**config.mk**
```make
export PLATFORM = sky130hd
export DESIGN_NAME = interleaved_delta_byte_decoder_top
export DESIGN_NICKNAME = d
export VERILOG_FILES = /design/src/rtl/core/idbd_pkg.sv /design/src/rtl/core/idbd_in_stage.sv /design/src/rtl/core/idbd_decode_core.sv /design/src/rtl/core/idbd_out_stage.sv /design/src/rtl/core/interleaved_delta_byte_decoder_top.sv
export SDC_FILE = /design/constraint.sdc
export NUM_CORES = 1
export LEC_CHECK = 0
export BUFFER_PORTS_ARGS = -buffer_cell sky130_fd_sc_hd__buf_4
export CORE_ASPECT_RATIO = 1.4
export CORE_MARGIN = 2
export CORE_UTILIZATION = 50
export CTS_BUF_LIST = sky130_fd_sc_hd__clkbuf_8
export CTS_CLUSTER_DIAMETER = 50
export DETAILED_ROUTE_END_ITERATION = 6
export PLACE_DENSITY = 0.78
export SYNTH_ARGS = -nofsm -noshare
export SYNTH_HDL_FRONTEND = slang
export SYNTH_SLANG_ARGS = --single-unit
```
**constraint.sdc**
```tcl
create_clock -name clk_i -period 4.29 [get_ports clk_i]
set_input_delay 0.2145 -clock clk_i [delete_from_list [all_inputs] [get_ports clk_i]]
set_output_delay 0.2145 -clock clk_i [all_outputs]
set_load 0.05 [all_outputs]
```
**src/rtl/core/idbd_pkg.sv**
```systemverilog
// shared types and constants for the interleaved delta byte decoder
package idbd_pkg;

  localparam int unsigned BYTE_W  = 8;
  localparam int unsigned WORD_W  = 16;
  localparam int unsigned COUNT_W = 11;
  localparam int unsigned INDEX_W = 10;

  localparam logic [COUNT_W-1:0] WPB_RESET = COUNT_W'(272);
  localparam int unsigned        MIN_WORDS = 2;

  // byte position within the coded stream
  typedef enum logic [1:0] {
    PH_HDR_HI  = 2'd0,
    PH_HDR_LO  = 2'd1,
    PH_LEAD    = 2'd2,
    PH_LONG_LO = 2'd3
  } idbd_phase_e;

  // one decoded word as it travels to the output register
  typedef struct packed {
    logic [WORD_W-1:0]  sample;
    logic [INDEX_W-1:0] sample_index;
    logic               last_of_block;
  } idbd_result_t;

endpackage

```
**src/rtl/core/idbd_in_stage.sv**
```systemverilog
// input register stage holding one accepted byte
module idbd_in_stage (
  input  logic                       clk_i,
  input  logic                       rst_ni,
  input  logic                       in_valid_i,
  output logic                       in_ready_o,
  input  logic [idbd_pkg::BYTE_W-1:0] in_byte_i,
  input  logic                       take_i,
  output logic                       valid_o,
  output logic [idbd_pkg::BYTE_W-1:0] byte_o
);
  import idbd_pkg::*;

  logic              valid_q, valid_d;
  logic [BYTE_W-1:0] byte_q;

  // free when empty or when the held byte is consumed this cycle
  assign in_ready_o = !valid_q || take_i;
  assign valid_d    = in_ready_o ? in_valid_i : valid_q;

  always_ff @(posedge clk_i or negedge rst_ni) begin
    if (!rst_ni) begin
      valid_q <= 1'b0;
    end else begin
      valid_q <= valid_d;
    end
  end

  always_ff @(posedge clk_i) begin
    if (in_valid_i && in_ready_o) begin
      byte_q <= in_byte_i;
    end
  end

  assign valid_o = valid_q;
  assign byte_o  = byte_q;

endmodule

```
**src/rtl/core/idbd_decode_core.sv**
```systemverilog
// byte phase machine, channel history and single-pass delta reconstruction
module idbd_decode_core #(
  parameter int unsigned MAX_WORDS = 1024
) (
  input  logic                         clk_i,
  input  logic                         rst_ni,
  input  logic [idbd_pkg::COUNT_W-1:0] words_per_block_i,
  input  logic                         step_i,
  input  logic [idbd_pkg::BYTE_W-1:0]  byte_i,
  output logic                         emit_o,
  output idbd_pkg::idbd_result_t       result_o
);
  import idbd_pkg::*;

  localparam int unsigned CapW = $clog2(MAX_WORDS + 1);
  localparam int unsigned CmpW = (CapW > COUNT_W + 1) ? CapW : COUNT_W + 1;
  localparam logic [CmpW-1:0] MaxCnt = CmpW'(MAX_WORDS);
  localparam logic [CmpW-1:0] MinCnt = CmpW'(MIN_WORDS);

  idbd_phase_e        phase_q, phase_d;
  logic [WORD_W-1:0]  older_q, older_d;
  logic [WORD_W-1:0]  newer_q, newer_d;
  logic [COUNT_W-1:0] counter_q, counter_d;
  logic [BYTE_W-1:0]  held_q, held_d;

  logic [CmpW-1:0]    wpb_ext;
  logic [CmpW-1:0]    count_eff;
  logic [CmpW-1:0]    idx_plus;
  logic               last;
  logic               emit;
  logic [WORD_W-1:0]  delta;
  logic [WORD_W-1:0]  word;

  // clamp the block length into the supported window
  assign wpb_ext   = CmpW'(words_per_block_i);
  always_comb begin
    count_eff = wpb_ext;
    if (wpb_ext < MinCnt) begin
      count_eff = MinCnt;
    end
    if (count_eff > MaxCnt) begin
      count_eff = MaxCnt;
    end
  end

  assign idx_plus = CmpW'(counter_q) + CmpW'(1);
  assign last     = idx_plus >= count_eff;

  // next state
  always_comb begin
    phase_d = phase_q;
    if (step_i) begin
      unique case (phase_q) inside
        PH_HDR_HI: begin
          phase_d = PH_HDR_LO;
        end
        PH_LEAD: begin
          if (byte_i[7]) begin
            phase_d = PH_LONG_LO;
          end else if (last || idx_plus < MinCnt) begin
            phase_d = PH_HDR_HI;
          end else begin
            phase_d = PH_LEAD;
          end
        end
        PH_HDR_LO, PH_LONG_LO: begin
          if (last || idx_plus < MinCnt) begin
            phase_d = PH_HDR_HI;
          end else begin
            phase_d = PH_LEAD;
          end
        end
        default: begin
          phase_d = PH_HDR_HI;
        end
      endcase
    end
  end

  // datapath and outputs
  always_comb begin
    emit  = 1'b0;
    delta = '0;
    word  = '0;
    held_d = held_q;
    unique case (phase_q)
      PH_HDR_HI: begin
        held_d = byte_i;
      end
      PH_HDR_LO: begin
        emit = 1'b1;
        word = {held_q, byte_i};
      end
      PH_LEAD: begin
        if (byte_i[7]) begin
          held_d = byte_i;
        end else begin
          emit  = 1'b1;
          delta = {{(WORD_W - 7){byte_i[6]}}, byte_i[6:0]};
          word  = older_q + delta;
        end
      end
      PH_LONG_LO: begin
        emit  = 1'b1;
        delta = {held_q[6], held_q[6:0], byte_i};
        word  = older_q + delta;
      end
      default: begin
        emit = 1'b0;
      end
    endcase
  end

  always_comb begin
    older_d   = older_q;
    newer_d   = newer_q;
    counter_d = counter_q;
    if (step_i && emit) begin
      older_d   = newer_q;
      newer_d   = word;
      counter_d = last ? '0 : idx_plus[COUNT_W-1:0];
    end
  end

  always_ff @(posedge clk_i or negedge rst_ni) begin
    if (!rst_ni) begin
      phase_q   <= PH_HDR_HI;
      older_q   <= '0;
      newer_q   <= '0;
      counter_q <= '0;
      held_q    <= '0;
    end else begin
      phase_q   <= phase_d;
      older_q   <= older_d;
      newer_q   <= newer_d;
      counter_q <= counter_d;
      if (step_i) begin
        held_q <= held_d;
      end
    end
  end

  assign emit_o                 = step_i && emit;
  assign result_o.sample        = word;
  assign result_o.sample_index  = counter_q[INDEX_W-1:0];
  assign result_o.last_of_block = last;

`ifndef NO_ASSERTIONS
  a_last_rewinds: assert property (@(posedge clk_i) disable iff (!rst_ni)
    (step_i && emit && last) |=> (counter_q == '0 && phase_q == PH_HDR_HI))
    else $error("block end did not rewind to header");

  a_delta_after_header: assert property (@(posedge clk_i) disable iff (!rst_ni)
    (phase_q == PH_LEAD || phase_q == PH_LONG_LO) |-> (counter_q >= COUNT_W'(MIN_WORDS)))
    else $error("delta phase reached before both header words");
`endif

endmodule

```
**src/rtl/core/idbd_out_stage.sv**
```systemverilog
// output register holding one decoded word until the consumer takes it
module idbd_out_stage (
  input  logic                   clk_i,
  input  logic                   rst_ni,
  input  logic                   load_i,
  input  idbd_pkg::idbd_result_t result_i,
  output logic                   space_o,
  output logic                   out_valid_o,
  input  logic                   out_ready_i,
  output idbd_pkg::idbd_result_t result_o
);
  import idbd_pkg::*;

  logic         valid_q, valid_d;
  idbd_result_t result_q;

  assign space_o = !valid_q || out_ready_i;

  always_comb begin
    valid_d = valid_q;
    if (load_i) begin
      valid_d = 1'b1;
    end else if (out_ready_i) begin
      valid_d = 1'b0;
    end
  end

  always_ff @(posedge clk_i or negedge rst_ni) begin
    if (!rst_ni) begin
      valid_q <= 1'b0;
    end else begin
      valid_q <= valid_d;
    end
  end

  always_ff @(posedge clk_i) begin
    if (load_i) begin
      result_q <= result_i;
    end
  end

  assign out_valid_o = valid_q;
  assign result_o    = result_q;

endmodule

```
**src/rtl/core/interleaved_delta_byte_decoder_top.sv**
```systemverilog
// top level of the interleaved delta byte decoder
// a decoded word passes from the input register through the decode core into the output register
// throughput: one byte per cycle; header high bytes and long delta lead bytes give no output
// the input register is freed whenever the output register is empty or being drained
// reset (rst_ni low, asynchronous): empty pipeline, zeroed history and counter,
// header phase, words_per_block back to 272
module interleaved_delta_byte_decoder_top #(
  parameter int unsigned MAX_WORDS = 1024
) (
  input  logic                               clk_i,
  input  logic                               rst_ni,
  // compressed byte stream
  input  logic                               in_valid_i,
  output logic                               in_ready_o,
  input  logic [idbd_pkg::BYTE_W-1:0]        in_byte_i,
  // decoded words
  output logic                               out_valid_o,
  input  logic                               out_ready_i,
  output logic signed [idbd_pkg::WORD_W-1:0] sample_o,
  output logic [idbd_pkg::INDEX_W-1:0]       sample_index_o,
  output logic                               last_of_block_o,
  // block length register write
  input  logic                               cfg_valid_i,
  output logic                               cfg_ready_o,
  input  logic [idbd_pkg::COUNT_W-1:0]       words_per_block_i
);
  import idbd_pkg::*;

  logic [COUNT_W-1:0] wpb_q, wpb_d;

  logic              byte_valid;
  logic [BYTE_W-1:0] byte_held;
  logic              out_space;
  logic              step;
  logic              emit;
  idbd_result_t      dec_result;
  idbd_result_t      out_result;

  // configuration register, written in a single transaction at any time
  assign cfg_ready_o = 1'b1;
  assign wpb_d       = (cfg_valid_i && cfg_ready_o) ? words_per_block_i : wpb_q;

  always_ff @(posedge clk_i or negedge rst_ni) begin
    if (!rst_ni) begin
      wpb_q <= WPB_RESET;
    end else begin
      wpb_q <= wpb_d;
    end
  end

  // stage one: accepted byte waits here for the decoder
  idbd_in_stage u_in_stage (
    .clk_i      (clk_i),
    .rst_ni     (rst_ni),
    .in_valid_i (in_valid_i),
    .in_ready_o (in_ready_o),
    .in_byte_i  (in_byte_i),
    .take_i     (step),
    .valid_o    (byte_valid),
    .byte_o     (byte_held)
  );

  // a byte is decoded when the output register can absorb any word it yields;
  // bytes that yield nothing still wait so the decode order stays simple
  assign step = byte_valid && out_space;

  // decode: phase machine plus one 16-bit add against the same channel's history
  idbd_decode_core #(
    .MAX_WORDS (MAX_WORDS)
  ) u_decode (
    .clk_i             (clk_i),
    .rst_ni            (rst_ni),
    .words_per_block_i (wpb_q),
    .step_i            (step),
    .byte_i            (byte_held),
    .emit_o            (emit),
    .result_o          (dec_result)
  );

  // stage two: result register toward the consumer
  idbd_out_stage u_out_stage (
    .clk_i       (clk_i),
    .rst_ni      (rst_ni),
    .load_i      (emit),
    .result_i    (dec_result),
    .space_o     (out_space),
    .out_valid_o (out_valid_o),
    .out_ready_i (out_ready_i),
    .result_o    (out_result)
  );

  assign sample_o        = $signed(out_result.sample);
  assign sample_index_o  = out_result.sample_index;
  assign last_of_block_o = out_result.last_of_block;

`ifndef NO_ASSERTIONS
  a_ready_only_on_stall: assert property (@(posedge clk_i) disable iff (!rst_ni)
    !in_ready_o |-> (byte_valid && out_valid_o && !out_ready_i))
    else $error("input stalled without a blocked output");

  a_emit_needs_step: assert property (@(posedge clk_i) disable iff (!rst_ni)
    emit |=> out_valid_o)
    else $error("decoded word not presented");
`endif

endmodule
```
==> reports/qor.csv, run 1 <==
stage;metric;value;unit
grt;grt_pass1_vias;4934;
synth;synth-main-ff-cell;dfrtp_1;
floorplan;core_area;0.0117;sq mm
synth;syn_inst;614;
sta;relSlewSlack;42.1;%
sta;worst_pin_slew;0.863;ns
cts;cts-buffers-inserted;9;
drt;vias;4943;
synth;synth_warnings;0;
drt;drcViolationCount;0;
place;dp_slack;1.09;ns
floorplan;die_y;133;um
cts;clock_path_buffers;2;
finish;area_growth;12.3;%
setup_path;cp_slowest_stage_delay;0.71;ns
cts;insertion_delay;0.38;ns
sta;fin_worst_skew;0.0152;ns
sta;setup_viol;0;
cts;cts_tree;yes;
synth;synthesis.nets;674;
floorplan;start_util;50.9;%
cts;cts_sinks;101;
power;sw_frac_of_total;48.9;%
power;p_leak;3.00;nW
synth;ys_seq_area_share;45.4;%
sta;fmax;304;MHz
finish;multi_input_area;0.00305;sq mm
floorplan;io-pin-count;54;
floorplan;die_w;96.3;um
power;ir_worst_vdd;360;uV
drt;dr.first_iter.drc_count;291;
cts;clockRootBuffer;clkbuf_8;
synth;synth.avg_cell_area;9.71;sq um
place;globalplace.congestion;1.04;
place;portBuffers;52;
cts;ctsResizeCount;0;
cts;cts.clk_slew.worst_paths;0.11;ns
sta;timing.final.crit_share;76.7;%
sta;setup_tns;0;ns
finish;diodes;0;
power;p_sw;2.68;mW
floorplan;dieArea;0.0128;sq mm
finish;nFillCells;991;
drt;wirelength;15300;um
power;clock_power_share;11.6;%
synth;synth-edff-count;35;
synth;synth_area;0.00596;sq mm
place;dp.cells;785;
power;p_comb_share;56.6;%
setup_path;critPathRequiredTime;4.50;ns
synth;synth-seq-cells;101;
power;power_frac_seq;31.8;%
drt;ant_nets;0;
floorplan;rows;47;
place;dp_hpwl;11200;um
setup_path;start_kind;flip-flop;
sta;drv_slew;0;
grt;grt_overflow;0;
drt;first_pass_iters;5;
finish;utilization;57.2;%
grt;grt_pass1_wl;24900;um
setup_path;crit_chain;ha_1 > nand2_1 > or2_1 > xnor2_1 > ha_1 > a21o_1 > a21o_1 > o2111ai_1 > o21ai_1 > o21ai_0;
grt;grt_usage;25.3;%
setup_path;worstPathArrival;3.51;ns
finish;fin_cells;809;
setup_path;path_max_fanout;13;
power;power.internal;2.80;mW
grt;antenna_found_initial;0;
setup_path;crit_type;flip-flop to flip-flop;
run_status;status;finished clean;
sta;min_period;3.29;ns
drt;post_drt_wl_per_cell;18.9;um
finish;drive_above_1_share;16.5;%
finish;nNetsFinal;717;
setup_path;cp-end-kind;flip-flop;
finish;regArea;0.00271;sq mm
sta;hold_viol_final;0;
setup_path;slowest_stage;o21ai_1;
synth;async_reset_ff_share;65.3;%
synth;synth_cell_types;68;
sta;worst_slack;0.998;ns
sta;rsz0062_at_grt;false;
drt;avgViaCountPerCell;6.11;
power;pwr_density_cell;819;mW/mm^2
cts;cts-htree-levels;3;
grt;grt_max_degree;67;
run;drv_cap;0;
power;totalPowerFinal;5.48;mW
worst_hold_path;hold_path_class;input port to flip-flop;
layer usage:
layer / global-route usage, % / up-vias / share of wire [%]
met5: 0 / - / 0
met4: 12.2 / 0 / 4.7
met3: 4.47 / 53 / 5.6
met2: 42.5 / 224 / 52
met1: 30.8 / 2361 / 38
li1: - / 2305 / -
power groups by stage:
stage          clock network [mW]  registers (mW)  logic [mW]
6_report                    0.636            1.75        3.10
5_1_grt                     0.687            1.78        3.39
3_3_place_gp                    0            1.73        2.98
2_1_floorplan                   0            1.97        1.98
4_1_cts                     0.650            1.74        3.07
3_5_place_dp                    0            1.76        3.04
final cells by class:
class / instances / share of cell area, %
inverters: 14 / 0.785
multi-input cells: 467 / 45.5
repair buffers: 64 / 7.48
well taps: 147 / 2.75
clock inverters: 7 / 1.23
flip-flops and latches: 101 / 40.4
clock buffers: 9 / 1.85
timing repair:
| item | CTS | global route |
|---|---|---|
| hold buffers | 8 | 0 |
| buffers inserted | 0 | 0 |
| endpoints found under the hold margin | 71 | 0 |
stage by stage:
step / hold slack (ns) / area (sq um)
3_3_place_gp: 0.367 / 6410
6_report: 0.0316 / 6690
4_1_cts: 0.0169 / 6690
5_1_grt: 0.0167 / 6690
3_5_place_dp: 0.383 / 6410
2_1_floorplan: -0.0811 / 5960
state kept, by name, indices dropped and copies added, names as in the netlist:
name                     flops
u_decode.older_q            16
u_in_stage.byte_o            8
u_decode.phase_q             2
u_decode.counter_q          11
u_out_stage.out_valid_o      1
u_out_stage.result_o        27
u_decode.newer_q            16
u_decode.held_q              8
wpb_q                       11
u_in_stage.valid_o           1
placed cells by master (no fill, tap or decap), drive strengths merged, types with 6 or more instances in the layout:
cell / n
buf: 56
o22ai: 6
nand2: 117
and3: 10
a221oi: 7
mux2: 19
nand4: 7
mux2i: 7
nor2: 43
xnor2: 13
dlygate4sd3: 8
nor3: 15
a22oi: 6
inv: 16
clkbuf: 9
and2: 6
a21oi: 27
a21o: 19
ha: 35
o211ai: 9
edfxtp: 35
xor2: 8
a31oi: 9
nand3: 14
o21ai: 34
dfrtp: 64
synthesized netlist by cell type (all sizes together) (6+ instances only):
master	count	area share (%)
nor3	15	1.6
nand3	14	1.2
inv	13	0.82
clkbuf	20	1.3
a221oi	7	1.2
ha	35	7.3
nor2	43	2.7
o21ai	34	2.9
mux2i	7	1.2
a31oi	9	0.94
mux2	19	3.6
buf	12	1.4
xnor2	13	1.9
and3	10	1.0
dfrtp	64	27
xor2	8	1.2
edfxtp	35	18
a21oi	27	2.3
nand4	7	0.73
and2	6	0.63
nand2	117	7.4
o211ai	9	1.2
a22oi	6	0.76
a21o	19	2.4
o22ai	6	0.63
final timing paths:
kind                                    endpoint  slack, ns  cells after the start             startpoint
max reg2reg                u_decode.counter_q[7]        1.0                     10  u_decode.counter_q[0]
min reg2reg                  u_decode.older_q[0]       0.48                      2    u_decode.newer_q[0]
max in group asynchronous    u_decode.newer_q[8]       3.26                      2                 rst_ni
min                         u_in_stage.byte_o[6]       0.03                      1           in_byte_i[6]
max                        u_decode.counter_q[7]        1.0                     10  u_decode.counter_q[0]
min in group asynchronous              wpb_q[10]       0.46                      2                 rst_ni
cell families (layout without fill, tap and decap cells):
logic type | after synthesis | count (layout) | synth area share [%]
other | 1 | 1 | 0.0629
AO/OA/AOI/OAI | 145 | 145 | 16.8
XOR/XNOR | 21 | 21 | 3.09
multiplexers | 26 | 26 | 4.76
AND/OR/NAND/NOR | 238 | 238 | 18.7
adder cells (fa/ha/maj) | 36 | 36 | 7.68
buffers and inverters | 46 | 94 | 3.55
flip-flops | 101 | 101 | 45.4
critical path: cells and delay by family, from the launching register on:
family / cells / cell delay [ns]
XOR/XNOR: 1 / 0.18
AND/OR/NAND/NOR: 2 / 0.40
AO/OA/AOI/OAI: 5 / 1.38
flip-flops: 1 / 0.49
adder cells (fa/ha/maj): 2 / 0.65
(Power assumes the default switching activity.)
==> inputs of run 2 (changes only) <==
--- a/config.mk
+++ b/config.mk
@@ -5,6 +5,7 @@
 export SDC_FILE = /design/constraint.sdc
 export NUM_CORES = 1
 export LEC_CHECK = 0
+export ABC_AREA = 1
 export BUFFER_PORTS_ARGS = -buffer_cell sky130_fd_sc_hd__buf_4
 export CORE_ASPECT_RATIO = 1.4
 export CORE_MARGIN = 2
==> constraint.sdc (replaced) <==
create_clock -name clk_i -period 3.3 [get_ports clk_i]
set_input_delay 0.165 -clock clk_i [delete_from_list [all_inputs] [get_ports clk_i]]
set_output_delay 0.165 -clock clk_i [all_outputs]
set_load 0.05 [all_outputs]
==> reports/qor.csv, run 2 <==
stage;metric;value;unit;change
finish;nNetsFinal;913;;was 717
sta;rsz0062_at_grt;false;;unchanged
worst_hold_path;hold_end;wpb_q[5];;was u_in_stage.byte_o[6]
setup_path;cp_slowest_stage_delay;0.52;ns;was 0.71 ns
synth;yosysMostFrequentCell;nand2_1;;unchanged
drt;wirelength;14200;um;was 15300 um
setup_path;crit_type;flip-flop to flip-flop;;unchanged
cts;cts_tree;yes;;unchanged
grt;grt_max_degree;67;;unchanged
setup_path;cp_top_family;simple AND/OR/NAND/NOR gates;;was compound AO/OA/AOI/OAI gates
synth;synth_warnings;0;;unchanged
place;portBuffers;52;;unchanged
sta;drv_slew;0;;unchanged
drt;ant_nets;0;;unchanged
sta;relSlewSlack;39.9;%;was 42.1%
synth;synth.avg_cell_area;7.66;sq um;was 9.71 sq um
power;power_frac_seq;35.3;%;was 31.8%
setup_path;start_kind;flip-flop;;unchanged
cts;cts-buffers-inserted;9;;unchanged
setup_path;crit_chain;ha_1 > nand3_1 > nor2_2 > xnor2_1 > inv_1 > ha_1 > nand2_1 > nor2_1 > nand4_1 > nor2_1 > nor2_8 > nand2_4 > o21ai_2;;was ha_1 > nand2_1 > or2_1 > xnor2_1 > ha_1 > a21o_1 > a21o_1 > o2111ai_1 > o21ai_1 > o21ai_0
floorplan;start_util;51.1;%;was 50.9%
cts;cts-htree-levels;3;;unchanged
synth;yosys-top-cells-count;nand2_1 (287), inv_1 (117), nand3_1 (70);;was nand2_1 (117), dfrtp_1 (64), nor2_1 (43)
setup_path;regToRegSetupSlack;0.58;ns;was 1.0 ns
drt;first_pass_iters;5;;unchanged
drt;avgViaCountPerCell;5.15;;was 6.11
drt;post_drt_wl_per_cell;14.2;um;was 18.9 um
power;p_leak;3.66;nW;was 3.00 nW
finish;final_cell_mix;nand2_1 (287), inv_1 (119), nand3_1 (70), dfrtp_1 (64), buf_4 (54);;was nand2_1 (117), dfrtp_1 (64), buf_4 (56), nor2_1 (43)
finish;diodes;0;;unchanged
place;dp_hpwl;10500;um;was 11200 um
setup_path;r2r_end;u_decode.counter_q[3];;was u_decode.counter_q[7]
grt;grt_usage;23.0;%;was 25.3%
cts;ctsResizeCount;0;;unchanged
floorplan;io-pin-count;54;;unchanged
setup_path;cp-end-kind;flip-flop;;unchanged
setup_path;r2r-start;u_decode.counter_q[0];;unchanged
sta;setup_viol;0;;unchanged
power;p_comb_share;52.5;%;was 56.6%
setup_path;path_max_fanout;9;;was 13
power;pwr_density_cell;853;mW/mm^2;was 819 mW/mm^2
sta;setup_tns;0;ns;unchanged
synth;async_reset_ff_share;65.3;%;unchanged
cts;clockRootBuffer;clkbuf_8;;unchanged
grt;grt_pass1_vias;5129;;was 4934
power;ir_worst_vdd;420;uV;was 360 uV
sta;timing.final.crit_share;82.4;%;was 76.7%
synth;ys_seq_area_share;44.8;%;was 45.4%
cts;cts_hold_buffers;14;;was 8
finish;largest_reg_flops;27;;unchanged
sta;fin_worst_skew;0.0101;ns;was 0.0152 ns
worst_hold_path;hold_path_depth;3;;was 1
synth;syn_inst;788;;was 614
worst_hold_path;hp-start;words_per_block_i[5];;was in_byte_i[6]
synth;synth.area.top_cells;dfrtp_1 (27%), nand2_1 (18%), edfxtp_1 (17%), inv_1 (7.3%), ha_1 (7.3%);;was dfrtp_1 (27%), edfxtp_1 (18%), nand2_1 (7.4%), ha_1 (7.3%), mux2_2 (3.6%)
synth;synth_area;0.00604;sq mm;was 0.00596 sq mm
drt;drcViolationCount;0;;unchanged
setup_path;critPathRequiredTime;3.55;ns;was 4.50 ns
power;sw_frac_of_total;48.2;%;was 48.9%
finish;final_common_cell;nand2_1;;unchanged
grt;grt_overflow;0;;unchanged
run;drv_cap;0;;unchanged
floorplan;core_area;0.0118;sq mm;was 0.0117 sq mm
floorplan;dieArea;0.0130;sq mm;was 0.0128 sq mm
floorplan;die_y;134;um;was 133 um
synth;synth-seq-cells;101;;unchanged
synth;synth-main-ff-cell;dfrtp_1;;unchanged
grt;antenna_found_initial;0;;unchanged
sta;min_period;2.72;ns;was 3.29 ns
cts;insertion_delay;0.36;ns;was 0.38 ns
setup_path;path_buf_inv;1;;was 0
setup_path;slowest_stage;dfrtp_1;;was o21ai_1
power;clock_power_share;12.2;%;was 11.6%
worst_hold_path;hold_path_class;input port to flip-flop;;unchanged
drt;dr.first_iter.drc_count;264;;was 291
cts;cts.clk_slew.worst_paths;0.09;ns;was 0.11 ns
cts;cts_sinks;101;;unchanged
run_status;status;finished clean;;unchanged
synth;synthesis.nets;848;;was 674
setup_path;startpoint;u_decode.counter_q[0];;unchanged
cts;clock_path_buffers;2;;unchanged
place;globalplace.congestion;0.924;;was 1.04
power;p_sw;2.82;mW;was 2.68 mW
synth;synth_area_leader_cell;dfrtp_1;;unchanged
synth;synth_top_area_share;26.5;%;was 26.9%
finish;final_area;0.00687;sq mm;was 0.00669 sq mm
place;dpl_cell_area;0.00656;sq mm;was 0.00641 sq mm
power;power.internal;3.04;mW;was 2.80 mW
finish;utilization;58.1;%;was 57.2%
setup_path;worstPathArrival;2.97;ns;was 3.51 ns
sta;fmax;368;MHz;was 304 MHz
setup_path;reg2regPathDepth;13;;was 10
synth;synth_cell_types;38;;was 68
finish;drive_above_1_share;11.3;%;was 16.5%
floorplan;die_w;96.9;um;was 96.3 um
synth;synth-edff-count;35;;unchanged
finish;area_growth;13.8;%;was 12.3%
sta;hold_viol_final;0;;unchanged
sta;worst_pin_slew;0.898;ns;was 0.863 ns
drt;vias;5172;;was 4943
floorplan;rows;47;;unchanged
grt;grt_pass1_wl;24000;um;was 24900 um
cts;cts_setup_buffers;0;;unchanged
run 2: final cells by class:
| type | count | area (sq um) |
|---|---|---|
| clock inverter | 6 | 32.5 |
| multi-input combinational | 552 | 2810 |
| fill | 1073 | 4950 |
| tap | 147 | 184 |
| clock buffer | 10 | 138 |
| inverter | 121 | 454 |
| sequential | 101 | 2710 |
| timing repair buffer | 68 | 546 |
run 2: logic make-up after synthesis:
kind of cell | after synthesis | synth area share [%]
muxes | 3 | 0.559
buffers and inverters | 135 | 8.66
adders and majority gates | 36 | 7.58
and+or+nand+nor | 435 | 30.8
other | 1 | 0.0621
DFF | 101 | 44.8
xor gates and xnor gates | 10 | 1.45
AOI/OAI and AO/OA | 67 | 6.09
run 2: power groups by stage:
stage / sequential [mW] / clock, mW / combinational, mW
6_report: 2.07 / 0.715 / 3.08
5_1_grt: 2.11 / 0.770 / 3.44
4_1_cts: 2.06 / 0.734 / 3.06
3_5_place_dp: 2.08 / 0 / 3.03
3_3_place_gp: 2.07 / 0 / 2.96
2_1_floorplan: 2.40 / 0 / 1.90
run 2: worst max-delay path by stage:
stage	end	cells after the start
2_1_floorplan	u_decode.counter_q[6]	13
3_5_place_dp	u_decode.counter_q[6]	13
4_1_cts	u_decode.counter_q[6]	13
5_1_grt	u_decode.counter_q[8]	13
6_report	u_decode.counter_q[3]	13
3_3_place_gp	u_decode.counter_q[6]	13
run 2: worst register-to-register path: cells and delay by family, from the launching register on:
kind / cells / cell delay [ns]
compound gates: 1 / 0.06
xor+xnor: 1 / 0.22
fa+ha+maj: 2 / 0.53
buf+inv: 1 / 0.08
flops: 1 / 0.52
simple gates: 8 / 1.21
run 2: metal layers:
layer  vias up  share of wire [%]  GRT usage, %  wire length (um)
met1      2373                 40          26.7              5670
met4         0                3.5          10.0               494
li1       2638                  -             -                 -
met2       121                 53          42.2              7580
met5         -                  0             0                 0
met3        40                3.5          3.02               503
run 2: stage by stage:
stage	power, mW	setup slack [ns]	std cells	hold slack [ns]
finish	5.86	0.579	1005	0.00475
global route	6.32	0.270	1005	0.0128
CTS	5.85	0.563	1005	0.00101
detailed placement	5.11	0.623	975	0.328
global placement	5.03	0.693	975	0.318
floorplan	4.30	0.863	788	-0.131
==> inputs of run 3 (changes only) <==
==> constraint.sdc (replaced) <==
create_clock -name clk_i -period 2.55 [get_ports clk_i]
set_input_delay 0.1275 -clock clk_i [delete_from_list [all_inputs] [get_ports clk_i]]
set_output_delay 0.1275 -clock clk_i [all_outputs]
set_load 0.05 [all_outputs]
==> reports/qor.csv, run 3 (synthesis results as in run 2) <==
stage;metric;value;unit;change
setup_path;crit_type;flip-flop to flip-flop;;unchanged
finish;nNetsFinal;935;;was 913
sta;timing.final.crit_share;97.0;%;was 82.4%
cts;clockRootBuffer;clkbuf_8;;unchanged
drt;first_pass_iters;5;;unchanged
cts;clock_path_buffers;2;;unchanged
place;dpl_cell_area;0.00662;sq mm;was 0.00656 sq mm
run;drv_cap;0;;unchanged
place;portBuffers;52;;unchanged
drt;post_drt_wl_per_cell;14.5;um;was 14.2 um
place;dp.cells;982;;was 975
floorplan;core_area;0.0118;sq mm;unchanged
floorplan;io-pin-count;54;;unchanged
finish;final_common_cell;nand2_1;;unchanged
sta;hold_viol_final;0;;unchanged
finish;fin_cells;1027;;was 1005
cts;cts_tree;yes;;unchanged
setup_path;crit_chain;inv_2 > nand4_1 > nor2_1 > nand3_1 > nand4_1 > nand2_2 > buf_12 > nand2_4 > ha_4 > nand2_1 > nand2_1 > nand2_1 > nand2_1 > nand4_1 > nand2_1 > inv_2 > nand2_4 > nor2_8 > nand2_4 > a21oi_2;;was ha_1 > nand3_1 > nor2_2 > xnor2_1 > inv_1 > ha_1 > nand2_1 > nor2_1 > nand4_1 > nor2_1 > nor2_8 > nand2_4 > o21ai_2
finish;final_cell_mix;nand2_1 (280), inv_1 (110), nand3_1 (67), buf_4 (65), dfrtp_1 (62);;was nand2_1 (287), inv_1 (119), nand3_1 (70), dfrtp_1 (64), buf_4 (54)
setup_path;regToRegSetupSlack;0.08;ns;was 0.58 ns
sta;drv_slew;0;;unchanged
grt;grt_max_degree;67;;unchanged
drt;ant_nets;0;;unchanged
finish;largest_reg_flops;27;;unchanged
setup_path;reg2regPathDepth;20;;was 13
finish;area_growth;20.2;%;was 13.8%
cts;cts_sinks;101;;unchanged
setup_path;cp-end-kind;flip-flop;;unchanged
floorplan;rows;47;;unchanged
grt;grt_pass1_wl;23800;um;was 24000 um
setup_path;path_max_fanout;6;;was 9
power;totalPowerFinal;7.87;mW;was 5.86 mW
run_status;status;finished clean;;unchanged
power;pwr_density_cell;1090;mW/mm^2;was 853 mW/mm^2
power;p_leak;3.79;nW;was 3.66 nW
sta;fmax;404;MHz;was 368 MHz
setup_path;slowest_stage;dfstp_2;;was dfrtp_1
setup_path;critPathRequiredTime;2.87;ns;was 3.55 ns
cts;insertion_delay;0.39;ns;was 0.36 ns
grt;grt_usage;22.8;%;was 23.0%
sta;min_period;2.47;ns;was 2.72 ns
setup_path;path_buf_inv;3;;was 1
place;dp_hpwl;10500;um;about the same
place;globalplace.congestion;0.902;;was 0.924
place;dp_slack;0.0447;ns;was 0.623 ns
finish;diodes;0;;unchanged
drt;dr.first_iter.drc_count;286;;was 264
sta;worst_slack;0.0760;ns;was 0.579 ns
setup_path;startpoint;wpb_q[8];;was u_decode.counter_q[0]
finish;final_area;0.00726;sq mm;was 0.00687 sq mm
drt;wirelength;14900;um;was 14200 um
cts;cts-htree-levels;3;;unchanged
setup_path;r2r_end;u_decode.counter_q[0];;was u_decode.counter_q[3]
floorplan;start_util;51.1;%;unchanged
sta;fin_worst_skew;0.0139;ns;was 0.0101 ns
setup_path;cp_slowest_stage_delay;0.57;ns;was 0.52 ns
setup_path;cp.depth;20;;was 13
sta;relSlewSlack;43.5;%;was 39.9%
power;ir_worst_vdd;621;uV;was 420 uV
grt;grt_pass1_vias;5340;;was 5129
sta;worst_pin_slew;0.847;ns;was 0.898 ns
drt;vias;5349;;was 5172
finish;drive_above_1_share;16.6;%;was 11.3%
cts;cts.clk_slew.worst_paths;0.10;ns;was 0.09 ns
setup_path;start_kind;flip-flop;;unchanged
drt;avgViaCountPerCell;5.21;;was 5.15
grt;antenna_found_initial;0;;unchanged
floorplan;die_w;96.9;um;unchanged
worst_hold_path;hold_path_class;input port to flip-flop;;unchanged
setup_path;r2r-start;wpb_q[8];;was u_decode.counter_q[0]
floorplan;dieArea;0.0130;sq mm;unchanged
drt;drcViolationCount;0;;unchanged
grt;grt_overflow;0;;unchanged
floorplan;die_y;134;um;unchanged
setup_path;worstPathArrival;2.79;ns;was 2.97 ns
setup_path;cp_top_family;simple AND/OR/NAND/NOR gates;;unchanged
sta;setup_viol;0;;unchanged
cts;cts-buffers-inserted;9;;unchanged
setup_path;cp-endpoint;u_decode.counter_q[0];;was u_decode.counter_q[3]
setup_path;crit_top_cell;nand2_1;;
==> run 3: cell count changes in the layout (fill, tap and decap cells not counted), moves of 4 or more <==
| cell | delta |
|---|---|
| nand2_4 | +4 |
| nor2_4 | +4 |
| dlygate4sd3_1 | +7 |
| nand2_1 | -7 |
| o21ai_0 | -4 |
| buf_4 | +11 |
| inv_1 | -9 |
| ha_1 | -7 |
| ha_4 | +6 |
| inv_2 | +7 |
==> run 3: how the worst min path moves through the flow <==
stage	to	depth (start not counted)	slack, ns	start
after floorplan	u_decode.counter_q[0]	0	-0.17	rst_ni
after global placement	u_in_stage.valid_o	1	0.28	rst_ni
after detailed placement	u_in_stage.valid_o	1	0.28	rst_ni
after CTS	u_out_stage.out_valid_o	4	0.02	out_ready_i
after global routing	u_out_stage.out_valid_o	4	0.06	out_ready_i
final	u_out_stage.out_valid_o	4	0.02	out_ready_i
==> run 3: layout make-up <==
class / instances / area [sq um]
Tap cell: 147 / 184
Timing Repair Buffer: 89 / 753
Multi-Input combinational cell: 553 / 2980
Inverter: 121 / 454
Clock inverter: 7 / 50.0
Fill cell: 1028 / 4560
Clock buffer: 9 / 124
Sequential cell: 101 / 2710
==> run 3: routing by layer <==
layer	vias to the layer above	global-route usage (%)	routed length [um]
met5	-	0	0
met4	0	10.0	517
met3	36	4.27	660
met2	131	42.4	7830
met1	2507	25.2	5860
li1	2675	-	-
==> run 3: metrics by stage <==
| stage | utilization, % | TNS (ns) | hold slack, ns |
|---|---|---|---|
| after floorplan | - | 0 | -0.168 |
| after global placement | 56.0 | 0 | 0.276 |
| after detailed placement | 56.0 | 0 | 0.278 |
| after CTS | 59.3 | 0 | 0.0151 |
| after global routing | 61.4 | -0.324 | 0.0644 |
| final | 61.4 | 0 | 0.0218 |
==> run 3: worst min-delay path, delay by kind of cell <==
family / cells / cell delay [ns]
buffers and inverters: 2 / 0.12
and+or+nand+nor: 2 / 0.12
==> run 3: what timing repair did <==
action / 4_1_cts / 5_1_grt
resized for setup: 0 / 44
endpoints found under the setup margin: 0 / 13
setup buffers: 0 / 7
hold buffers: 21 / 0
endpoints found under the hold margin: 84 / 0
==> run 3: report_power, final <==
part,switching (mW),internal [mW]
Sequential,0.350,2.29
Clock,0.615,0.360
Combinational,2.83,1.43
Total,3.79,4.08
